**config.mk**
```make
export PLATFORM = sky130hd
export DESIGN_NAME = rsa_modular_exponentiation_core
export DESIGN_NICKNAME = d
export VERILOG_FILES = /design/src/hdl/rsame_pkg.sv /design/src/hdl/rsame_mulmod.sv /design/src/hdl/rsame_dp.sv /design/src/hdl/rsame_ctrl.sv /design/src/hdl/rsa_modular_exponentiation_core.sv
export VERILOG_INCLUDE_DIRS = /design/src /design/src/hdl
export SDC_FILE = /design/constraint.sdc
export NUM_CORES = 1
export LEC_CHECK = 0
export BUFFER_PORTS_ARGS = -buffer_cell sky130_fd_sc_hd__buf_2
export CORE_MARGIN = 5
export CORE_UTILIZATION = 27
export DETAILED_ROUTE_END_ITERATION = 7
export GPL_ROUTABILITY_DRIVEN = 0
export PLACE_DENSITY = 0.47
export SKIP_CTS_REPAIR_TIMING = 1
export SLEW_MARGIN = 20
export SYNTH_ARGS = -nofsm -noshare
export SYNTH_HDL_FRONTEND = slang
export SYNTH_SLANG_ARGS = --single-unit
```
**constraint.sdc**
```tcl
create_clock -name clk_i -period 6.6 [get_ports clk_i]
set_input_delay 1.65 -clock clk_i [delete_from_list [all_inputs] [get_ports clk_i]]
set_output_delay 1.65 -clock clk_i [all_outputs]
set_load 0.01 [all_outputs]
```
**src/hdl/assert_macros.svh**
```systemverilog
// Assertion helpers shared by the RTL files.
`ifndef ASSERT_MACROS_SVH
`define ASSERT_MACROS_SVH

`ifndef ASSERT_OFF
// Checked on every rising edge while reset is released.
`define ASSERT_RST(lbl, clk, rstn, prop, msg) \
  lbl: assert property (@(posedge clk) disable iff (!rstn) (prop)) else $error(msg);
// Checked on every rising edge, reset included.
`define ASSERT_ALWAYS(lbl, clk, prop, msg) \
  lbl: assert property (@(posedge clk) (prop)) else $error(msg);
`else
`define ASSERT_RST(lbl, clk, rstn, prop, msg)
`define ASSERT_ALWAYS(lbl, clk, prop, msg)
`endif

`endif

```
**src/hdl/rsame_pkg.sv**
```systemverilog
`default_nettype none

package rsame_pkg;

  localparam int VALUE_WIDTH = 31;
  localparam int TDATA_W     = ((VALUE_WIDTH + 7) / 8) * 8;
  localparam int APB_AW      = 3;
  localparam int APB_DW      = 32;

  // paddr[2] selects the register, low address bits are ignored
  localparam logic REG_EXPONENT = 1'b0;
  localparam logic REG_MODULUS  = 1'b1;

  typedef logic [VALUE_WIDTH-1:0] value_t;

  typedef enum logic [2:0] {
    S_IDLE,
    S_RED,
    S_RED_W,
    S_STEP,
    S_MUL_W,
    S_SQR_W,
    S_DONE
  } state_e;

  typedef enum logic [1:0] {
    OP_REDUCE,
    OP_MUL,
    OP_SQR
  } op_e;

  typedef struct packed {
    logic load;
    logic start;
    op_e  op;
    logic shift_e;
    logic out_load;
  } cmd_t;

  typedef struct packed {
    logic short_path;
    logic mm_done;
    logic e_lsb;
    logic e_last;
  } status_t;

endpackage

`default_nettype wire

```
**src/hdl/rsame_mulmod.sv**
```systemverilog
`default_nettype none

`include "assert_macros.svh"

// Bit-serial interleaved modular multiply: p = a * b mod n, b scanned MSB first.
// Requires a < n (or a = 1), n != 0. a_i and n_i must hold steady while busy.
module rsame_mulmod (
  input  wire logic              clk_i,
  input  wire logic              rst_ni,
  input  wire logic              start_i,
  input  wire rsame_pkg::value_t a_i,
  input  wire rsame_pkg::value_t b_i,
  input  wire rsame_pkg::value_t n_i,
  output logic                   done_o,
  output rsame_pkg::value_t      p_o
);

  localparam int W    = rsame_pkg::VALUE_WIDTH;
  localparam int CntW = $clog2(W);

  logic              busy_q, busy_d;
  logic              done_q, done_d;
  logic [CntW-1:0]   cnt_q, cnt_d;
  rsame_pkg::value_t r_q, r_d;
  rsame_pkg::value_t b_q, b_d;

  logic [W+1:0] x, x1, x2, n1, n2;
  logic         ge1, ge2;
  rsame_pkg::value_t r_next;

  // x = 2r + bit*a < 3n, so at most two subtractions of n
  always_comb begin
    n1  = {2'b00, n_i};
    n2  = {1'b0, n_i, 1'b0};
    x   = {1'b0, r_q, 1'b0} + (b_q[W-1] ? {2'b00, a_i} : '0);
    x1  = x - n1;
    x2  = x - n2;
    ge1 = (x >= n1);
    ge2 = (x >= n2);
    if (ge2) begin
      r_next = x2[W-1:0];
    end else if (ge1) begin
      r_next = x1[W-1:0];
    end else begin
      r_next = x[W-1:0];
    end
  end

  always_comb begin
    busy_d = busy_q;
    done_d = 1'b0;
    cnt_d  = cnt_q;
    r_d    = r_q;
    b_d    = b_q;
    if (start_i) begin
      busy_d = 1'b1;
      cnt_d  = CntW'(W - 1);
      r_d    = '0;
      b_d    = b_i;
    end else if (busy_q) begin
      r_d   = r_next;
      b_d   = b_q << 1;
      cnt_d = cnt_q - 1'b1;
      if (cnt_q == '0) begin
        busy_d = 1'b0;
        done_d = 1'b1;
      end
    end
  end

  always_ff @(posedge clk_i or negedge rst_ni) begin
    if (!rst_ni) begin
      busy_q <= 1'b0;
      done_q <= 1'b0;
      cnt_q  <= '0;
    end else begin
      busy_q <= busy_d;
      done_q <= done_d;
      cnt_q  <= cnt_d;
    end
  end

  always_ff @(posedge clk_i) begin
    r_q <= r_d;
    b_q <= b_d;
  end

  assign done_o = done_q;
  assign p_o    = r_q;

  `ASSERT_RST(a_mm_no_restart, clk_i, rst_ni, start_i |-> !busy_q, "mulmod restarted while busy")
  `ASSERT_RST(a_mm_done_after_busy, clk_i, rst_ni, done_q |-> $past(busy_q), "spurious mulmod done")
  `ASSERT_RST(a_mm_reduced, clk_i, rst_ni, done_q |-> (r_q < n_i), "mulmod result not reduced")

endmodule

`default_nettype wire

```
**src/hdl/rsame_dp.sv**
```systemverilog
`default_nettype none

module rsame_dp (
  input  wire logic              clk_i,
  input  wire logic              rst_ni,
  input  wire rsame_pkg::cmd_t   cmd_i,
  input  wire rsame_pkg::value_t base_i,
  input  wire rsame_pkg::value_t exponent_i,
  input  wire rsame_pkg::value_t modulus_i,
  output rsame_pkg::status_t     status_o,
  output rsame_pkg::value_t      result_o
);

  localparam int W = rsame_pkg::VALUE_WIDTH;

  rsame_pkg::value_t acc_q, sq_q, base_q, n_q, e_q;
  rsame_pkg::op_e    op_q;

  rsame_pkg::value_t mm_a, mm_b, mm_p, acc_init;
  logic              mm_done;
  logic              exp_small, mod_zero;

  assign exp_small = (exponent_i[W-1:1] == '0);
  assign mod_zero  = (modulus_i == '0);

  // acc starts at the final answer for the short cases, else at 1 mod n
  always_comb begin
    if (exp_small) begin
      acc_init = base_i;
    end else if (mod_zero || modulus_i == rsame_pkg::value_t'(1)) begin
      acc_init = '0;
    end else begin
      acc_init = rsame_pkg::value_t'(1);
    end
  end

  // a is read only while the unit runs, so it follows the latched op
  always_comb begin
    case (op_q)
      rsame_pkg::OP_MUL:    mm_a = acc_q;
      rsame_pkg::OP_SQR:    mm_a = sq_q;
      rsame_pkg::OP_REDUCE: mm_a = rsame_pkg::value_t'(1);
      default:              mm_a = '0;
    endcase
  end

  // b is captured at start, so it follows the command
  always_comb begin
    case (cmd_i.op)
      rsame_pkg::OP_REDUCE: mm_b = base_q;
      rsame_pkg::OP_MUL:    mm_b = sq_q;
      rsame_pkg::OP_SQR:    mm_b = sq_q;
      default:              mm_b = '0;
    endcase
  end

  rsame_mulmod u_mulmod (
    .clk_i   (clk_i),
    .rst_ni  (rst_ni),
    .start_i (cmd_i.start),
    .a_i     (mm_a),
    .b_i     (mm_b),
    .n_i     (n_q),
    .done_o  (mm_done),
    .p_o     (mm_p)
  );

  always_ff @(posedge clk_i) begin
    if (cmd_i.load) begin
      base_q <= base_i;
      n_q    <= modulus_i;
      e_q    <= exponent_i;
      acc_q  <= acc_init;
    end else begin
      if (mm_done) begin
        if (op_q == rsame_pkg::OP_MUL) begin
          acc_q <= mm_p;
        end else begin
          sq_q <= mm_p;
        end
      end
      if (cmd_i.shift_e) begin
        e_q <= e_q >> 1;
      end
    end
    if (cmd_i.start) begin
      op_q <= cmd_i.op;
    end
  end

  assign status_o.short_path = exp_small || mod_zero;
  assign status_o.mm_done    = mm_done;
  assign status_o.e_lsb      = e_q[0];
  assign status_o.e_last     = (e_q[W-1:1] == '0);
  assign result_o            = acc_q;

endmodule

`default_nettype wire

```
**src/hdl/rsame_ctrl.sv**
```systemverilog
`default_nettype none

module rsame_ctrl (
  input  wire logic               clk_i,
  input  wire logic               rst_ni,
  input  wire logic               s_valid_i,
  input  wire logic               out_free_i,
  input  wire rsame_pkg::status_t status_i,
  output logic                    s_ready_o,
  output rsame_pkg::cmd_t         cmd_o
);

  rsame_pkg::state_e state_q, state_d;

  always_ff @(posedge clk_i or negedge rst_ni) begin
    if (!rst_ni) begin
      state_q <= rsame_pkg::S_IDLE;
    end else begin
      state_q <= state_d;
    end
  end

  // exponent scanned LSB first; the trailing square after the top bit is skipped
  always_comb begin
    state_d   = state_q;
    s_ready_o = 1'b0;
    cmd_o     = '0;
    cmd_o.op  = rsame_pkg::OP_REDUCE;
    case (state_q)
      rsame_pkg::S_IDLE: begin
        s_ready_o = 1'b1;
        if (s_valid_i) begin
          cmd_o.load = 1'b1;
          state_d    = status_i.short_path ? rsame_pkg::S_DONE : rsame_pkg::S_RED;
        end
      end
      rsame_pkg::S_RED: begin
        cmd_o.start = 1'b1;
        cmd_o.op    = rsame_pkg::OP_REDUCE;
        state_d     = rsame_pkg::S_RED_W;
      end
      rsame_pkg::S_RED_W: begin
        if (status_i.mm_done) begin
          state_d = rsame_pkg::S_STEP;
        end
      end
      rsame_pkg::S_STEP: begin
        cmd_o.start = 1'b1;
        if (status_i.e_lsb) begin
          cmd_o.op = rsame_pkg::OP_MUL;
          state_d  = rsame_pkg::S_MUL_W;
        end else begin
          cmd_o.op      = rsame_pkg::OP_SQR;
          cmd_o.shift_e = 1'b1;
          state_d       = rsame_pkg::S_SQR_W;
        end
      end
      rsame_pkg::S_MUL_W: begin
        if (status_i.mm_done) begin
          if (status_i.e_last) begin
            state_d = rsame_pkg::S_DONE;
          end else begin
            cmd_o.start   = 1'b1;
            cmd_o.op      = rsame_pkg::OP_SQR;
            cmd_o.shift_e = 1'b1;
            state_d       = rsame_pkg::S_SQR_W;
          end
        end
      end
      rsame_pkg::S_SQR_W: begin
        if (status_i.mm_done) begin
          state_d = rsame_pkg::S_STEP;
        end
      end
      rsame_pkg::S_DONE: begin
        if (out_free_i) begin
          cmd_o.out_load = 1'b1;
          state_d        = rsame_pkg::S_IDLE;
        end
      end
      default: begin
        state_d = rsame_pkg::S_IDLE;
      end
    endcase
  end

endmodule

`default_nettype wire

```
**src/hdl/rsa_modular_exponentiation_core.sv**
```systemverilog
`default_nettype none

`include "assert_macros.svh"

// Modular exponentiation: each value on the input stream comes back as
// value^exponent mod modulus, one result per value, in order. exponent and
// modulus are to be written over APB (exponent at 0x0, modulus at 0x4, 31
// bits) only while the core is idle; the core itself does not enforce this. An
// exponent of 0 or 1 returns the value unchanged and unreduced; otherwise a
// modulus of 0 returns 0. The core takes one value at a time. Time is set by
// the bit-serial modular multiplier, which handles one multiplier bit per
// cycle. One multiply reduces the base, then each exponent bit below the top
// one costs a squaring and each set bit a multiply. The next value is accepted
// while a finished result waits downstream.
module rsa_modular_exponentiation_core (
  input  wire logic                           clk_i,
  input  wire logic                           rst_ni,
  // APB configuration
  input  wire logic                           psel,
  input  wire logic                           penable,
  input  wire logic                           pwrite,
  input  wire logic [rsame_pkg::APB_AW-1:0]   paddr,
  input  wire logic [rsame_pkg::APB_DW-1:0]   pwdata,
  output logic      [rsame_pkg::APB_DW-1:0]   prdata,
  output logic                                pready,
  // input stream
  input  wire logic                           s_axis_tvalid_i,
  output logic                                s_axis_tready_o,
  input  wire logic [rsame_pkg::TDATA_W-1:0]  s_axis_tdata_i,  // [30:0] base_value
  // result stream
  output logic                                m_axis_tvalid_o,
  input  wire logic                           m_axis_tready_i,
  output logic      [rsame_pkg::TDATA_W-1:0]  m_axis_tdata_o   // [30:0] result_value
);

  localparam int W = rsame_pkg::VALUE_WIDTH;

  rsame_pkg::value_t  exponent_q, modulus_q;
  rsame_pkg::value_t  result;
  rsame_pkg::value_t  m_data_q;
  logic               m_valid_q;
  logic               out_free;
  logic               cfg_wr;
  logic               reg_sel;
  logic               s_accept;
  rsame_pkg::value_t  rd_val;
  rsame_pkg::cmd_t    cmd;
  rsame_pkg::status_t status;

  assign pready  = 1'b1;
  assign cfg_wr  = psel && penable && pwrite && pready;
  assign reg_sel = paddr[2];

  always_ff @(posedge clk_i or negedge rst_ni) begin
    if (!rst_ni) begin
      exponent_q <= rsame_pkg::value_t'(1);
      modulus_q  <= rsame_pkg::value_t'(2);
    end else if (cfg_wr) begin
      if (reg_sel == rsame_pkg::REG_MODULUS) begin
        modulus_q <= pwdata[W-1:0];
      end else begin
        exponent_q <= pwdata[W-1:0];
      end
    end
  end

  assign rd_val = (reg_sel == rsame_pkg::REG_MODULUS) ? modulus_q : exponent_q;
  assign prdata = {{(rsame_pkg::APB_DW - W){1'b0}}, rd_val};

  rsame_ctrl u_ctrl (
    .clk_i      (clk_i),
    .rst_ni     (rst_ni),
    .s_valid_i  (s_axis_tvalid_i),
    .out_free_i (out_free),
    .status_i   (status),
    .s_ready_o  (s_axis_tready_o),
    .cmd_o      (cmd)
  );

  rsame_dp u_dp (
    .clk_i      (clk_i),
    .rst_ni     (rst_ni),
    .cmd_i      (cmd),
    .base_i     (s_axis_tdata_i[W-1:0]),
    .exponent_i (exponent_q),
    .modulus_i  (modulus_q),
    .status_o   (status),
    .result_o   (result)
  );

  // output register decouples the result from the next computation
  assign out_free = !m_valid_q || m_axis_tready_i;

  always_ff @(posedge clk_i or negedge rst_ni) begin
    if (!rst_ni) begin
      m_valid_q <= 1'b0;
    end else if (cmd.out_load) begin
      m_valid_q <= 1'b1;
    end else if (m_axis_tready_i) begin
      m_valid_q <= 1'b0;
    end
  end

  always_ff @(posedge clk_i) begin
    if (cmd.out_load) begin
      m_data_q <= result;
    end
  end

  assign m_axis_tvalid_o = m_valid_q;
  assign m_axis_tdata_o  = {{(rsame_pkg::TDATA_W - W){1'b0}}, m_data_q};

  assign s_accept = s_axis_tvalid_i && s_axis_tready_o;

  `ASSERT_RST(a_busy_after_accept, clk_i, rst_ni, s_accept |=> !s_axis_tready_o, "input accepted twice")
  `ASSERT_ALWAYS(a_no_valid_in_reset, clk_i, !rst_ni |-> !m_axis_tvalid_o, "result valid in reset")

endmodule

`default_nettype wire

```
==> impl_metrics.yaml, run 1 <==
floorplanning:
  num_rows: 96
  io_pins: 141
  dieArea_mm2: 0.0751
  start_util_pct: 27.3
  die_w_um: 274
  die_height_um: 274
  coreArea_mm2: 0.0688
worst_setup_path:
  critical_path_arrival_ns: 6.78
  worst-path-buf-inv: 1
  cp-start-kind: "flop"
  required_ns: 7.05
  crit_fanout: 30
  worstPathCellList: "nor2b_2, buf_12, a22oi_1, nor2b_1, ha_1, a211oi_1, o21ai_1, o2111ai_1, o32a_2, o31ai_1, nor2_1, xnor2_1, ha_1, a21oi_1, o21ai_0, o22ai_1, and3_1, o21ai_2, and3_4, nor2_1, nand2_1, o221a_1"
  critPathKind: "flop to flop"
  max_stage_delay_ns: 0.54
  worstSetupEndpointType: "flop"
  cp_top_family: "compound AO/OA/AOI/OAI gates"
  slowest_stage: "xnor2_1"
power:
  p_sw_mw: 1.09
  switching_share_pct: 23.2
  power.total_mw: 4.71
  seqPwrFrac_pct: 50.0
  clock_power_share_pct: 44.1
  combPwrFrac_pct: 5.8
  vdd_ir_drop_max_mv: 0.170
  leakagePower_nw: 8.65
  p_int_mw: 3.62
  power_density_mw_per_mm2: 212
yosys:
  mappedNetlistArea_mm2: 0.0188
  seq_area_frac_synth_pct: 48.0
  yosys.area_share.xor_xnor_pct: 3.54
  synth-compound-area-share_pct: 17.8
  synth-async-reset-ratio_pct: 22.6
  ys_ff_latch: 323
  synth_cell_type_count: 95
  synthMuxAreaShare_pct: 6.35
  synth_adder_area_share_pct: 6.70
  synth_edf_count: 219
  ys_warn_count: 0
  synth_top_family_by_area: "compound AO/OA/AOI/OAI gates"
  yosys_most_used_dff: "edfxtp_1"
  avgSynthCellArea_um2: 10.4
  syn_inst: 1814
  yosys.area_share.simple_pct: 14.3
cts:
  clkTransAtPathRegs_ns: 0.06
  cts_made_buffers: 38
  cts_max_level: 2
  cts_sinks: 323
  root_buffer: "clkbuf_16"
  worstSkewPairLatency_ns: 0.56
  clockBufferDepth: 3
  tritoncts: "yes"
route:
  wl_um: 58600
  wl_per_cell_um: 20.0
  first_pass_iters: 7
  drt_iter0_drc: 1150
  ant_nets: 0
  drc_errors: 0
  viasPerCell: 5.11
  vias: 15000
sta:
  max_slew_margin_pct: 32.2
  timing.fmax_mhz: 158
  skew_ns: 0.0283
  hold_violations: 0
  tns_ns: 0
  drv_slew: 0
  tightest_slew_ns: 1.01
  setup_viol: 0
  layout_worst_path_cycle_share_pct: 95.9
  period_minus_slack_ns: 6.33
global_route:
  grtUsageMet3_pct: 2.42
  grt_pass1_vias: 15000
  grt_util_met2_pct: 24.0
  top_usage_layer: "met2"
  grt_pass1_wl_um: 89100
  grt_use_total_pct: 15.1
  overflow: 0
  antenna_found_initial: 1
  use_met1_pct: 21.6
  grt_max_degree: 74
cells_and_area:
  final_area_mm2: 0.0222
  fillers: 7044
  insertedDiodeCount: 0
  mostFrequentLayoutCells: "nand2_1 (262), edfxtp_1 (219), buf_2 (132), a21oi_1 (104), mux2_2 (95)"
  area_growth_syn_to_layout_pct: 17.9
  nNetsFinal: 2139
  final_common_cell: "nand2_1"
  drive_gt1_share_pct: 20.0
placement:
  hpwl_um: 43600
  numPortBuffers: 133
  placed_cell_area_mm2: 0.0208
hold_path:
  min_path_type: "flop to flop"
job:
  drv_cap: 0
status:
  status: "finished, final reports clean"
-- power groups by stage --
stage	clock [mW]	combinational, mW	sequential [mW]
2_1_floorplan	0	0.169	2.34
3_3_place_gp	0	0.278	2.39
3_5_place_dp	0	0.283	2.40
4_1_cts	2.14	0.285	2.36
5_1_grt	2.22	0.305	2.37
6_report	2.08	0.275	2.36
-- synthesized netlist by cell type (5+ instances only) --
master / count / area, um2
nand2_1: 263 / 987
edfxtp_1: 219 / 6580
a21oi_1: 106 / 531
ha_1: 96 / 1200
mux2_2: 95 / 1070
o21ai_0: 82 / 410
nor2_1: 73 / 274
dfrtp_1: 71 / 1780
clkbuf_1: 67 / 251
a22oi_1: 63 / 473
inv_1: 63 / 236
xnor2_1: 50 / 438
nor2b_1: 48 / 300
o31ai_1: 41 / 308
a21o_1: 33 / 248
nand3_1: 32 / 160
dfxtp_1: 31 / 621
nor4_1: 31 / 194
xor2_1: 26 / 228
nor3_1: 23 / 115
a211oi_1: 22 / 165
and3_1: 18 / 113
nand4_1: 18 / 113
o221ai_1: 13 / 114
a31oi_1: 12 / 75.1
o21a_1: 12 / 90.1
mux2i_1: 11 / 110
o211ai_1: 11 / 82.6
o21bai_1: 10 / 75.1
and4_1: 9 / 78.8
buf_1: 9 / 33.8
or3_1: 9 / 56.3
a211o_1: 7 / 61.3
buf_2: 7 / 35.0
a2111oi_0: 6 / 52.6
and2_1: 6 / 37.5
nand2b_1: 6 / 37.5
o21ai_1: 6 / 30.0
a32o_1: 5 / 50.1
buf_4: 5 / 37.5
or2_2: 5 / 31.3
-- path summary, 6_finish.rpt --
| check | startpoint | end | slack [ns] | cells after the start |
|---|---|---|---|---|
| worst max-delay path | u_dp.op_q[1] | u_dp.u_mulmod.p_o[29] | 0.27 | 22 |
| worst min-delay path | u_dp.result_o[11] | m_data_q[11] | 0.45 | 0 |
| worst max register to register | u_dp.op_q[1] | u_dp.u_mulmod.p_o[29] | 0.27 | 22 |
| worst min register to register | u_dp.result_o[11] | m_data_q[11] | 0.45 | 0 |
| max in group asynchronous | rst_ni | modulus_q[2] | 4.96 | 1 |
| min in group asynchronous | rst_ni | modulus_q[22] | 1.14 | 1 |
-- area by class of cell --
| cell class | instances | area, um2 | share of cell area (%) |
|---|---|---|---|
| inverter | 65 | 246 | 1.11 |
| sequential | 323 | 9030 | 40.7 |
| clock buffer | 56 | 1080 | 4.87 |
| tap | 931 | 1160 | 5.25 |
| clock inverter | 14 | 140 | 0.632 |
| multi-input combinational | 1337 | 9290 | 41.9 |
| timing repair buffer | 201 | 1240 | 5.59 |
-- stage by stage --
| stage | hold WS [ns] | worst slack, ns | instances | utilization [%] |
|---|---|---|---|---|
| finish | 0.455 | 0.271 | 2927 | 32.2 |
| global route | 0.462 | -0.0116 | 2927 | 32.2 |
| CTS | 0.454 | 0.134 | 2925 | 32.1 |
| detailed placement | 0.440 | 0.185 | 2855 | 30.3 |
| global placement | 0.441 | 0.260 | 2855 | 30.3 |
| floorplan | 0.418 | 0.818 | 1815 | - |
-- routing by layer --
metal  part of all wire (%)  routed length [um]
met1                     48               27900
met2                     45               26400
met3                    5.2                3050
met4                    2.1                1210
met5                      0                   0
-- kinds of logic (layout without fill, tap and decap cells) --
logic type                 Yosys count  after routing
and+or+nand+nor                    563            563
muxes                              107            107
DFF                                323            323
AOI/OAI and AO/OA                  489            489
adders and majority gates           99             99
xor gates and xnor gates            76             76
other                                2              3
buffers and inverters              155            336
No activity file was read; power rests on OpenSTA's default activity.
==> run 2: changes to the inputs <==
--- a/config.mk
+++ b/config.mk
@@ -7,11 +7,14 @@
 export NUM_CORES = 1
 export LEC_CHECK = 0
 export BUFFER_PORTS_ARGS = -buffer_cell sky130_fd_sc_hd__buf_2
+export CELL_PAD_IN_SITES_DETAIL_PLACEMENT = 0
+export CELL_PAD_IN_SITES_GLOBAL_PLACEMENT = 1
 export CORE_MARGIN = 5
 export CORE_UTILIZATION = 27
 export DETAILED_ROUTE_END_ITERATION = 7
 export GPL_ROUTABILITY_DRIVEN = 0
-export PLACE_DENSITY = 0.47
+export PLACE_DENSITY = 0.55
+export RECOVER_POWER = 25
 export SKIP_CTS_REPAIR_TIMING = 1
 export SLEW_MARGIN = 20
 export SYNTH_ARGS = -nofsm -noshare
==> run 2 against run 1 <==
Against the previous run:
- the run now ends with max-capacitance violations, max-slew violations left
- global-route usage increased by 0.27 points
- clock power decreased by 4%
- highest routed layer unchanged
- core utilization increased by 0.59 points
- hold slack improved by 0.00082 ns
- total power decreased by 2.0%
- register-to-register slack improved by 0.11 ns
==> impl_metrics.yaml, run 2 (synthesized netlist as in run 1, its figures left out) <==
sta:
  tns_ns: 0
  max_slew_margin_pct: -181
  rsz0062_at_grt: "no"
  layout_worst_path_cycle_share_pct: 94.3
  setup_viol: 0
  tightest_slew_ns: 4.21
  skew_ns: 0.0276
  period_minus_slack_ns: 6.22
  timing.fmax_mhz: 161
  worst_slack_ns: 0.378
  drv_slew: 74
  hold_violations: 0
worst_setup_path:
  max_stage_delay_ns: 0.51
  slowest_stage: "or4b_4"
  cp-start-kind: "flop"
  regToRegSetupSlack_ns: 0.38
  cp_top_family: "simple AND/OR/NAND/NOR gates"
  required_ns: 7.04
  rr_endpoint: "u_dp.u_mulmod.p_o[25]"
  crit_path_frequent_cell: "buf_12"
  crit_fanout: 21
  critical_path_arrival_ns: 6.66
  critPathKind: "flop to flop"
  worstSetupEndpointType: "flop"
  worst-path-buf-inv: 5
  worstRegToRegCells: 25
  r2r-start: "u_dp.op_q[1]"
route:
  drt_iter0_drc: 1252
  drc_errors: 0
  wl_um: 59100
  ant_nets: 0
  viasPerCell: 5.00
  first_pass_iters: 5
  vias: 15000
  wl_per_cell_um: 19.8
cells_and_area:
  final_area_mm2: 0.0226
  final_common_cell: "nand2_1"
  drive_gt1_share_pct: 20.7
  mostFrequentLayoutCells: "nand2_1 (261), edfxtp_1 (219), buf_4 (125), a21oi_1 (105), buf_2 (103)"
  multi_input_area_mm2: 0.00926
  fillers: 7089
  insertedDiodeCount: 0
  seq_area_mm2: 0.00903
  area_growth_syn_to_layout_pct: 20.0
  nNetsFinal: 2204
global_route:
  grt_use_total_pct: 15.4
  antenna_found_initial: 1
  grt_pass1_vias: 15200
  grt_max_degree: 89
  grt_pass1_wl_um: 90700
  overflow: 0
floorplanning:
  dieArea_mm2: 0.0751
  num_rows: 96
  coreArea_mm2: 0.0688
  die_w_um: 274
  start_util_pct: 27.3
  io_pins: 141
  die_height_um: 274
power:
  seqPwrFrac_pct: 51.1
  switching_share_pct: 23.5
  power_density_mw_per_mm2: 204
  vdd_ir_drop_max_mv: 0.197
  clock_power_share_pct: 43.1
  p_sw_mw: 1.08
  p_int_mw: 3.54
  leakagePower_nw: 8.91
  combPwrFrac_pct: 5.8
hold_path:
  min_from: "u_dp.result_o[11]"
  min_path_type: "flop to flop"
  min_to: "m_data_q[11]"
  holdPathStages: 0
cts:
  clockBufferDepth: 3
  cts_max_level: 2
  cts_sinks: 323
  cts_made_buffers: 38
  worstSkewPairLatency_ns: 0.56
  clkTransAtPathRegs_ns: 0.06
  tritoncts: "yes"
  root_buffer: "clkbuf_16"
placement:
  placed_cell_area_mm2: 0.0214
  pre_cts_ws_ns: 0.202
  numPortBuffers: 133
  hpwl_um: 45100
job:
  drv_cap: 1
status:
  violations: "max-capacitance violations, max-slew violations"
  status: "finished with violations"
run 2: worst reg2reg max path, cell delays in order (launching register included):
cell and delay [ns]:
edfxtp_1 0.46, nor2b_2 0.21, buf_12 0.13, buf_6 0.16
a22oi_1 0.15, nor2b_1 0.09, ha_1 0.36, a211o_1 0.34
a2111o_1 0.40, buf_4 0.15, nor3_2 0.21, a21oi_1 0.20
and4_1 0.24, or3b_1 0.42, ha_1 0.34, nand3_2 0.14
nor4_2 0.31, or4b_4 0.51, and3_1 0.21, o21ai_2 0.09
nand3_2 0.11, buf_12 0.17, nand2_1 0.10, buf_12 0.19
mux2i_1 0.31, a21oi_1 0.10
run 2: worst max path at each step:
stage               slack (ns)               endpoint  depth (start not counted)          from
floorplan                 0.82   u_dp.u_mulmod.p_o[5]                         24  u_dp.op_q[1]
global placement          0.25  u_dp.u_mulmod.p_o[25]                         26  u_dp.op_q[1]
detailed placement        0.20  u_dp.u_mulmod.p_o[27]                         25  u_dp.op_q[1]
CTS                       0.15  u_dp.u_mulmod.p_o[27]                         25  u_dp.op_q[1]
global route              0.01  u_dp.u_mulmod.p_o[27]                         23  u_dp.op_q[1]
finish                    0.38  u_dp.u_mulmod.p_o[25]                         25  u_dp.op_q[1]
run 2: layout make-up:
class / instances / area share [%]
multi-input combinational: 1337 / 41.0
inverter: 65 / 1.09
timing repair buffer: 266 / 7.60
clock buffer: 54 / 4.75
tap: 931 / 5.16
sequential: 323 / 40.0
clock inverter: 16 / 0.465
run 2: stage by stage:
step                      power [mW]  hold slack [ns]  util, %  instances
final                           4.62            0.456     32.8       2992
after global routing            4.81            0.468     32.8       2992
after CTS                       4.70            0.455     32.8       2991
after detailed placement        2.68            0.443     31.1       2921
after global placement          2.67            0.445     31.1       2921
after floorplan                 2.51            0.418        -       1815
run 2: power groups by stage:
| stage | Clock [mW] | Combinational (mW) | Sequential, mW |
|---|---|---|---|
| floorplan | 0 | 0.169 | 2.34 |
| global placement | 0 | 0.276 | 2.39 |
| detailed placement | 0 | 0.280 | 2.40 |
| CTS | 2.06 | 0.281 | 2.36 |
| global route | 2.14 | 0.299 | 2.37 |
| finish | 1.99 | 0.270 | 2.36 |
run 2: per-layer routing:
metal	vias to the layer above	share of wire [%]	global-route usage, %
li1	7251	-	-
met1	7209	48	22.0
met2	426	45	24.5
met3	70	5.3	2.29
met4	0	2.1	3.73
met5	-	0	0
